File: src/rtl/map_bilinear_interpolator_macros.svh
// Assertion macros for the map interpolator. Each macro uses the clock clk
// and the synchronous reset rst of the module that it stands in.
`ifndef MAP_BILINEAR_INTERPOLATOR_MACROS_SVH
`define MAP_BILINEAR_INTERPOLATOR_MACROS_SVH
`ifndef SYNTHESIS
`define MBI_ASSERT_IMP(label, ante, cons) \
  label: assert property (@(posedge clk) disable iff (rst) (ante) |-> (cons)) \
    else $error("map interpolator check failed");
`define MBI_ASSERT_NXT(label, ante, cons) \
  label: assert property (@(posedge clk) disable iff (rst) (ante) |=> (cons)) \
    else $error("map interpolator check failed");
`else
`define MBI_ASSERT_IMP(label, ante, cons)
`define MBI_ASSERT_NXT(label, ante, cons)
`endif
`endif

File: src/rtl/mbi_pkg.sv
package mbi_pkg;

  localparam int GRID_DIM   = 16;
  localparam int IDX_W      = $clog2(GRID_DIM);
  localparam int CELL_AW    = 2 * IDX_W;
  localparam int CELL_DEPTH = 1 << CELL_AW;
  localparam logic [IDX_W-1:0] LAST_IDX    = IDX_W'(GRID_DIM - 1);
  localparam logic [IDX_W-1:0] LAST_M1_IDX = IDX_W'(GRID_DIM - 2);

  // The quotient of one interpolation step never exceeds 255.
  localparam int DIV_STEPS = 8;
  localparam int DIV_CNT_W = $clog2(DIV_STEPS + 1);

  typedef enum logic [1:0] {
    OP_LOOKUP   = 2'd0,
    OP_WR_CELL  = 2'd1,
    OP_WR_SPEED = 2'd2,
    OP_WR_LOAD  = 2'd3
  } mbi_op_t;

  typedef enum logic [3:0] {
    S_IDLE,
    S_RD_LAST,
    S_CHK_LAST,
    S_CHK_FIRST,
    S_SEARCH,
    S_CELL,
    S_LERP_GO,
    S_LERP_WAIT,
    S_FINISH
  } mbi_state_t;

  typedef struct packed {
    logic             cell_we;
    logic             sbp_we;
    logic             lbp_we;
    logic [IDX_W-1:0] row;
    logic [IDX_W-1:0] col;
    logic [15:0]      data;
  } mbi_wr_t;

  typedef struct packed {
    logic               axis;
    logic [IDX_W-1:0]   bp_addr;
    logic [CELL_AW-1:0] cell_addr;
  } mbi_rd_t;

endpackage

File: src/rtl/mbi_store.sv
module mbi_store (
  input  logic            clk,
  input  mbi_pkg::mbi_wr_t wr,
  input  mbi_pkg::mbi_rd_t rd,
  output logic [15:0]     bp_data,
  output logic [7:0]      cell_data
);

  logic [7:0]  cells [mbi_pkg::CELL_DEPTH];
  logic [15:0] sbp [mbi_pkg::GRID_DIM];
  logic [7:0]  lbp [mbi_pkg::GRID_DIM];
  logic [15:0] sbp_q;
  logic [7:0]  lbp_q;
  logic        axis_q;

  always_ff @(posedge clk) begin
    if (wr.cell_we) begin
      cells[{wr.row, wr.col}] <= wr.data[7:0];
    end
    if (wr.sbp_we) begin
      sbp[wr.row] <= wr.data;
    end
    if (wr.lbp_we) begin
      lbp[wr.col] <= wr.data[7:0];
    end
    sbp_q     <= sbp[rd.bp_addr];
    lbp_q     <= lbp[rd.bp_addr];
    axis_q    <= rd.axis;
    cell_data <= cells[rd.cell_addr];
  end

  assign bp_data = axis_q ? {8'd0, lbp_q} : sbp_q;

endmodule

File: src/rtl/mbi_lerp.sv
`include "map_bilinear_interpolator_macros.svh"

module mbi_lerp (
  input  logic        clk,
  input  logic        rst,
  input  logic        start,
  input  logic [7:0]  base,
  input  logic [7:0]  other,
  input  logic [15:0] offset,
  input  logic [15:0] gap,
  output logic        done,
  output logic [7:0]  result
);

  logic                          busy;
  logic                          load;
  logic [mbi_pkg::DIV_CNT_W-1:0] cnt;
  logic [23:0]                   prod;
  logic [15:0]                   rem;
  logic [7:0]                    quo;
  logic                          neg;
  logic [7:0]                    base_r;
  logic [15:0]                   gap_r;
  logic [7:0]                    mag;
  logic [16:0]                   trial;
  logic                          ge;
  logic [16:0]                   diff;

  assign mag   = (other > base) ? (other - base) : (base - other);
  assign trial = {rem, quo[7]};
  assign ge    = trial >= {1'b0, gap_r};
  assign diff  = trial - {1'b0, gap_r};

  always_ff @(posedge clk) begin
    if (rst) begin
      busy <= 1'b0;
      load <= 1'b0;
      done <= 1'b0;
      cnt  <= '0;
    end else begin
      done <= 1'b0;
      if (start) begin
        busy <= 1'b1;
        load <= 1'b1;
        cnt  <= '0;
      end else if (busy && load) begin
        load <= 1'b0;
      end else if (busy) begin
        cnt <= cnt + 1'b1;
        if (cnt == mbi_pkg::DIV_CNT_W'(mbi_pkg::DIV_STEPS - 1)) begin
          busy <= 1'b0;
          done <= 1'b1;
        end
      end
    end
  end

  // Offset never exceeds the gap, so the product stays below 256 times the
  // gap and its upper 16 bits already form a valid partial remainder.
  always_ff @(posedge clk) begin
    if (start) begin
      prod   <= 24'(offset) * 24'(mag);
      neg    <= other < base;
      base_r <= base;
      gap_r  <= gap;
    end else if (busy && load) begin
      rem <= prod[23:8];
      quo <= prod[7:0];
    end else if (busy) begin
      rem <= ge ? diff[15:0] : trial[15:0];
      quo <= {quo[6:0], ge};
    end
  end

  assign result = neg ? (base_r - quo) : (base_r + quo);

  `MBI_ASSERT_IMP(a_no_restart, start, !busy)
  `MBI_ASSERT_IMP(a_rem_bound, busy && !load, rem < gap_r)
  `MBI_ASSERT_NXT(a_done_idle, done, !busy && !done)

endmodule

File: src/rtl/map_bilinear_interpolator.sv
// Channel  Handshake            Payload
// in       in_valid, in_stall   opcode, row_index, column_index, write_data,
//                               engine_speed, engine_load
// out      out_valid, out_stall map_value, speed_clamped, load_clamped,
//                               was_lookup
// A write item passes through the finish state into the output register. In a
// lookup each axis search reads one breakpoint per cycle, four cells are read,
// and three multiply-divide passes go through one shared unit. The block takes
// one item at a time. A finished result waits in the output register while the
// next item is accepted. Reset clears the sequencer and the output valid; the
// stores hold nothing defined until written.
module map_bilinear_interpolator (
  input  logic        clk,
  input  logic        rst,
  input  logic        in_valid,
  output logic        in_stall,
  input  logic [1:0]  opcode,
  input  logic [3:0]  row_index,
  input  logic [3:0]  column_index,
  input  logic [15:0] write_data,
  input  logic [15:0] engine_speed,
  input  logic [7:0]  engine_load,
  output logic        out_valid,
  input  logic        out_stall,
  output logic [7:0]  map_value,
  output logic        speed_clamped,
  output logic        load_clamped,
  output logic        was_lookup
);

  localparam int IW = mbi_pkg::IDX_W;

  mbi_pkg::mbi_state_t state, state_next;
  mbi_pkg::mbi_wr_t    wr;
  mbi_pkg::mbi_rd_t    rd;

  logic          in_acc;
  logic [15:0]   bp_data;
  logic [7:0]    cell_data;
  logic [15:0]   coord;
  logic [7:0]    load_r;
  logic          axis;
  logic          clamp;
  logic [15:0]   prev;
  logic [IW-1:0] idx;
  logic [IW-1:0] s_idx, l_idx;
  logic          s_lerp, l_lerp;
  logic [15:0]   s_gap, l_gap, s_off, l_off;
  logic          s_clamp, l_clamp;
  logic          is_lookup;
  logic [2:0]    cnt;
  logic [7:0]    cell_q [4];
  logic [1:0]    phase;
  logic [7:0]    lo, hi, val;

  logic          ax_done;
  logic [IW-1:0] ax_idx;
  logic          ax_lerp;
  logic          ax_clamp;
  logic [15:0]   ax_gap, ax_off;

  logic          lerp_start, lerp_done;
  logic [7:0]    op_base, op_other, lerp_res;
  logic [15:0]   op_off, op_gap;
  logic          fin_load;

  assign in_stall = state != mbi_pkg::S_IDLE;
  assign in_acc   = in_valid && !in_stall;
  assign fin_load = (state == mbi_pkg::S_FINISH) && (!out_valid || !out_stall);

  always_comb begin
    wr.cell_we = in_acc && (opcode == mbi_pkg::OP_WR_CELL)
                 && (32'(row_index) < mbi_pkg::GRID_DIM)
                 && (32'(column_index) < mbi_pkg::GRID_DIM);
    wr.sbp_we  = in_acc && (opcode == mbi_pkg::OP_WR_SPEED)
                 && (32'(row_index) < mbi_pkg::GRID_DIM);
    wr.lbp_we  = in_acc && (opcode == mbi_pkg::OP_WR_LOAD)
                 && (32'(column_index) < mbi_pkg::GRID_DIM);
    wr.row     = IW'(row_index);
    wr.col     = IW'(column_index);
    wr.data    = write_data;
  end

  always_comb begin
    state_next   = state;
    rd.axis      = axis;
    rd.bp_addr   = mbi_pkg::LAST_IDX;
    rd.cell_addr = {s_idx + IW'(cnt[1]), l_idx + IW'(cnt[0])};
    ax_done      = 1'b0;
    ax_idx       = idx;
    ax_lerp      = 1'b0;
    ax_clamp     = clamp;
    ax_gap       = bp_data - prev;
    ax_off       = coord - prev;
    lerp_start   = 1'b0;
    unique case (state)
      mbi_pkg::S_IDLE: begin
        if (in_acc) begin
          state_next = (opcode == mbi_pkg::OP_LOOKUP) ? mbi_pkg::S_RD_LAST
                                                      : mbi_pkg::S_FINISH;
        end
      end
      mbi_pkg::S_RD_LAST: begin
        state_next = mbi_pkg::S_CHK_LAST;
      end
      mbi_pkg::S_CHK_LAST: begin
        rd.bp_addr = '0;
        if (coord > bp_data) begin
          ax_done  = 1'b1;
          ax_idx   = mbi_pkg::LAST_IDX;
          ax_clamp = 1'b1;
        end else begin
          state_next = mbi_pkg::S_CHK_FIRST;
        end
      end
      mbi_pkg::S_CHK_FIRST: begin
        rd.bp_addr = IW'(1);
        state_next = mbi_pkg::S_SEARCH;
      end
      mbi_pkg::S_SEARCH: begin
        rd.bp_addr = idx + IW'(2);
        // A clamp below the first breakpoint leaves coord equal to prev,
        // so the offset on this axis comes out zero.
        if (clamp || (coord >= prev && coord <= bp_data)) begin
          ax_done = 1'b1;
          ax_lerp = bp_data > prev;
        end else if (idx == mbi_pkg::LAST_M1_IDX) begin
          ax_done = 1'b1;
          ax_idx  = mbi_pkg::LAST_IDX;
        end
      end
      mbi_pkg::S_CELL: begin
        if (cnt == 3'd4) begin
          state_next = mbi_pkg::S_LERP_GO;
        end
      end
      mbi_pkg::S_LERP_GO: begin
        lerp_start = 1'b1;
        state_next = mbi_pkg::S_LERP_WAIT;
      end
      mbi_pkg::S_LERP_WAIT: begin
        if (lerp_done) begin
          state_next = (phase == 2'd2) ? mbi_pkg::S_FINISH : mbi_pkg::S_LERP_GO;
        end
      end
      mbi_pkg::S_FINISH: begin
        if (fin_load) begin
          state_next = mbi_pkg::S_IDLE;
        end
      end
      default: begin
        state_next = mbi_pkg::S_IDLE;
      end
    endcase
    if (ax_done) begin
      state_next = axis ? mbi_pkg::S_CELL : mbi_pkg::S_RD_LAST;
    end
  end

  // Without interpolation on an axis the step runs with a zero offset and
  // the base as its other end, which returns the base unchanged.
  always_comb begin
    case (phase)
      2'd0: begin
        op_base  = cell_q[0];
        op_other = s_lerp ? cell_q[2] : cell_q[0];
        op_off   = s_lerp ? s_off : 16'd0;
        op_gap   = s_lerp ? s_gap : 16'd1;
      end
      2'd1: begin
        op_base  = cell_q[1];
        op_other = s_lerp ? cell_q[3] : cell_q[1];
        op_off   = s_lerp ? s_off : 16'd0;
        op_gap   = s_lerp ? s_gap : 16'd1;
      end
      default: begin
        op_base  = lo;
        op_other = l_lerp ? hi : lo;
        op_off   = l_lerp ? l_off : 16'd0;
        op_gap   = l_lerp ? l_gap : 16'd1;
      end
    endcase
  end

  always_ff @(posedge clk) begin
    if (rst) begin
      state     <= mbi_pkg::S_IDLE;
      out_valid <= 1'b0;
    end else begin
      state <= state_next;
      if (fin_load) begin
        out_valid <= 1'b1;
      end else if (!out_stall) begin
        out_valid <= 1'b0;
      end
    end
  end

  always_ff @(posedge clk) begin
    if (in_acc) begin
      coord     <= engine_speed;
      load_r    <= engine_load;
      axis      <= 1'b0;
      clamp     <= 1'b0;
      is_lookup <= opcode == mbi_pkg::OP_LOOKUP;
      if (opcode != mbi_pkg::OP_LOOKUP) begin
        val     <= 8'd0;
        s_clamp <= 1'b0;
        l_clamp <= 1'b0;
      end
    end
    if (state == mbi_pkg::S_CHK_FIRST) begin
      prev <= bp_data;
      idx  <= '0;
      if (coord < bp_data) begin
        clamp <= 1'b1;
        coord <= bp_data;
      end
    end
    if (state == mbi_pkg::S_SEARCH && !ax_done) begin
      idx  <= idx + 1'b1;
      prev <= bp_data;
    end
    if (ax_done) begin
      cnt <= '0;
      if (!axis) begin
        s_idx   <= ax_idx;
        s_lerp  <= ax_lerp;
        s_gap   <= ax_gap;
        s_off   <= ax_off;
        s_clamp <= ax_clamp;
        axis    <= 1'b1;
        coord   <= {8'd0, load_r};
        clamp   <= 1'b0;
      end else begin
        l_idx   <= ax_idx;
        l_lerp  <= ax_lerp;
        l_gap   <= ax_gap;
        l_off   <= ax_off;
        l_clamp <= ax_clamp;
      end
    end
    if (state == mbi_pkg::S_CELL) begin
      cnt <= cnt + 3'd1;
      if (cnt != 3'd0) begin
        cell_q[cnt[1:0] - 2'd1] <= cell_data;
      end
      phase <= 2'd0;
    end
    if (state == mbi_pkg::S_LERP_WAIT && lerp_done) begin
      case (phase)
        2'd0:    lo  <= lerp_res;
        2'd1:    hi  <= lerp_res;
        default: val <= lerp_res;
      endcase
      phase <= phase + 2'd1;
    end
    if (fin_load) begin
      map_value     <= val;
      speed_clamped <= s_clamp;
      load_clamped  <= l_clamp;
      was_lookup    <= is_lookup;
    end
  end

  mbi_store u_store (
    .clk       (clk),
    .wr        (wr),
    .rd        (rd),
    .bp_data   (bp_data),
    .cell_data (cell_data)
  );

  mbi_lerp u_lerp (
    .clk    (clk),
    .rst    (rst),
    .start  (lerp_start),
    .base   (op_base),
    .other  (op_other),
    .offset (op_off),
    .gap    (op_gap),
    .done   (lerp_done),
    .result (lerp_res)
  );

endmodule
File: config.mk
export PLATFORM = sky130hd
export DESIGN_NAME = map_bilinear_interpolator
export DESIGN_NICKNAME = d
export VERILOG_FILES = /design/src/rtl/mbi_pkg.sv /design/src/rtl/mbi_store.sv /design/src/rtl/mbi_lerp.sv /design/src/rtl/map_bilinear_interpolator.sv
export VERILOG_INCLUDE_DIRS = /design/src /design/src/rtl
export SDC_FILE = /design/constraint.sdc
export NUM_CORES = 2
export LEC_CHECK = 0
export BUFFER_PORTS_ARGS = -buffer_cell sky130_fd_sc_hd__clkbuf_2
export CAP_MARGIN = 20
export CORE_MARGIN = 10
export CORE_UTILIZATION = 65
export DETAILED_ROUTE_END_ITERATION = 6
export PLACE_DENSITY = 0.87
export SYNTH_ARGS = -nofsm -noshare
export SYNTH_HDL_FRONTEND = slang
export SYNTH_HIERARCHICAL = 1
export SYNTH_SLANG_ARGS = --single-unit
File: constraint.sdc
create_clock -name clk -period 11.73 [get_ports clk]
set_input_delay 0.5865 -clock clk [delete_from_list [all_inputs] [get_ports clk]]
set_output_delay 0.5865 -clock clk [all_outputs]
set_load 0.005 [all_outputs]
==> results.toml <==
[outcome]
status = "finished, violations left"
violations = "design-rule violations"

[drt]
drt_iter0_drc = 10400
drt-total-wl_um = 310000
drc_errors = 2
avgRoutedWirePerCell_um = 35.0
avgViaCountPerCell = 7.32
drtAntennaViolNets = 0
num_vias = 64900
first_pass_iters = 7

[yosys]
synth_common_cells = "edfxtp_1 (2,672), mux4_2 (528), nor2_1 (403)"
synth_cells = 6207
synth-async-reset-ratio_pct = 0
synth_area_per_cell_um2 = 18.4
netlist.top_cell.by_area = "edfxtp_1"
ys_ff_latch = 2745
synth_top_area_share_pct = 70.4
yosysSeqAreaShare_pct = 71.7
yosysMostFrequentCell = "edfxtp_1"
synthFlopType = "edfxtp_1"
synthDistinctLibCells = 104
synth-edff-count = 2672
synth_area_um2 = 114000
yosys-top-cells-area = "edfxtp_1 (70%), mux4_2 (10%), mux2i_1 (1.7%)"
yosys_warnings = 6
syn_nets = 6498

[sta]
fin_crit_ns = 8.84
slew-limit-headroom_pct = 15.9
rsz0062_at_grt = "no"
setup_violations = 0
finClkSkew_ns = 0.0558
tns_ns = 0
worst-slew-pin-transition_ns = 1.25
max_freq_mhz = 113
fin_ws_ns = 2.89
period_share_pct = 75.3
finalHoldViolCount = 0
drv_slew = 0

[clocking]
clkSlewWorstSetupHoldPaths_ns = 0.06
cts_sinks = 2745
cts_inserted_buffers = 275
clock_tree.buffer_depth = 4
cts_tree = "done"
htreeDepth = 5
cts-root-buf = "clkbuf_16"
clock_latency_ns = 0.94
cts_setup_buffers = 0

[power_and_ir_drop]
p_leak_uw = 0.0413
finalPower_uw = 20900
p_per_area_nw_per_um2 = 167
vdd_drop_max_v = 0.000274

[critical_path]
start_kind = "flop"
cp.required_ns = 12.38
rrSetupSlack_ns = 2.89
critPathArrivalTime_ns = 9.49
worst_setup_path_end_kind = "flop"
crit_fanout = 19
max_stage_delay_ns = 0.66
r2r_start = "phase[0]"
worstSetupPathType = "flop to flop"
critPathMostFrequentCell = "inv_1"
reg2reg_depth = 30
crit_slowest_cell = "mux2i_2"
r2r-end = "u_lerp/prod[20]"

[hold_path]
hp-class = "input pin to flop"
min_to = "u_store/sbp[13][9]"
whs_path_depth = 1
min_from = "write_data[9]"

[job]
maxCapViolCount = 0

[cells_and_area]
drive_above_1_share_pct = 18.4
fin_nets = 6625
syn_to_final_growth_pct = 9.62
final_core_util_pct = 71.8
nFillCells = 9089
final_cell_area_um2 = 125000

[global_routing]
grt_pass1_vias = 64500
use_met3_pct = 7.73
grt_util_met1_pct = 39.9
grt_usage_pct = 31.3
grt_pass1_wl_um = 444000
grt_start_max_net_pins = 140
use_met2_pct = 50.0
top_usage_layer = "met2"
overflow = 0
antenna_found_initial = 14

[place]
place_congestion = 0.908
dp_slack_ns = 3.02
place_area_um2 = 116000
io_buffers = 66
dp_hpwl_um = 167000

[floorplanning]
io_pins = 67
core_area_um2 = 174000
fp.dieArea_um2 = 192000
rows = 153
die_w_um = 439
die_h_um = 439
initial_utilization_pct = 65.5
## cells by family after synthesis
logic type / Yosys count / share of synthesized area, %
adders and majority gates: 237 / 3.20
muxes: 765 / 12.6
xor gates and xnor gates: 86 / 0.687
and+or+nand+nor: 1025 / 4.27
buffers and inverters: 547 / 2.44
AOI/OAI and AO/OA: 802 / 5.12
DFF: 2745 / 71.7
## cell usage in the layout (no fill, tap or decap), drive strengths merged, types with 45 or more instances in the layout
master / count
a21oi: 162
a22o: 71
a22oi: 172
and2: 98
buf: 112
clkbuf: 392
clkinv: 110
dfxtp: 73
edfxtp: 2672
fa: 90
ha: 147
inv: 220
mux2i: 201
mux4: 528
nand2: 235
nand3: 46
nor2: 406
nor2b: 75
nor3: 45
o21ai: 72
xnor2: 56
## timing repair
item / 4_1_cts / 5_1_grt
endpoints found under the hold margin: 15 / 0
hold buffers: 15 / 0
gates resized for setup: 0 / 0
## per-stage QoR
step / hold WS (ns) / cells
2_1_floorplan: 0.400 / 6207
3_3_place_gp: 0.412 / 8349
3_5_place_dp: 0.421 / 8352
4_1_cts: 0.0141 / 8833
5_1_grt: 0.0517 / 8855
6_report: 0.0851 / 8861
## flip-flops by register name, indices dropped and copies added, names as in the netlist, 24 cells and up
register       flops
cell_q            32
u_lerp/prod       24
u_store/cells   2048
u_store/lbp      128
u_store/sbp      256
## area by class of cell
class                           instances  area, um2  area share [%]
Clock inverter                        132        890           0.712
Sequential cell                      2745      81700            65.4
Tap cell                             2325       2910            2.33
Clock buffer                          334       7290            5.84
Multi-Input combinational cell       2915      29700            23.7
Antenna cell                           13       32.5          0.0260
Timing Repair Buffer                  185       1620            1.30
Inverter                              212        796           0.637
## worst max-delay path by stage
stage                      endpoint     start  cells after the start
CTS                 u_lerp/prod[20]  phase[0]                     27
floorplan           u_lerp/prod[20]  phase[0]                     33
finish              u_lerp/prod[20]  phase[0]                     30
detailed placement  u_lerp/prod[20]  phase[0]                     27
global placement    u_lerp/prod[19]  phase[0]                     28
global route        u_lerp/prod[23]  phase[0]                     27
## worst max-delay path, delay by kind of cell (launching register included)
| family | cells | cell delay [ns] |
|---|---|---|
| fa+ha+maj | 8 | 3.70 |
| compound gates | 8 | 1.71 |
| simple gates | 5 | 1.38 |
| mux | 2 | 0.81 |
| buf+inv | 6 | 0.45 |
| flops | 1 | 0.43 |
| xor+xnor | 1 | 0.10 |
## per-layer routing
| layer | wire length (um) | part of all wire (%) |
|---|---|---|
| met5 | 38 | 0.012 |
| met4 | 21700 | 7.0 |
| met3 | 40100 | 13 |
| met2 | 150000 | 48 |
| met1 | 98200 | 32 |
## power by group
group	internal (uW)	switching, uW	leakage (uW)
Combinational	577	1030	0.0126
Clock	4620	3710	0.00402
Sequential	10900	85.8	0.0246
Note: power is estimated with default switching activity, not from simulation.
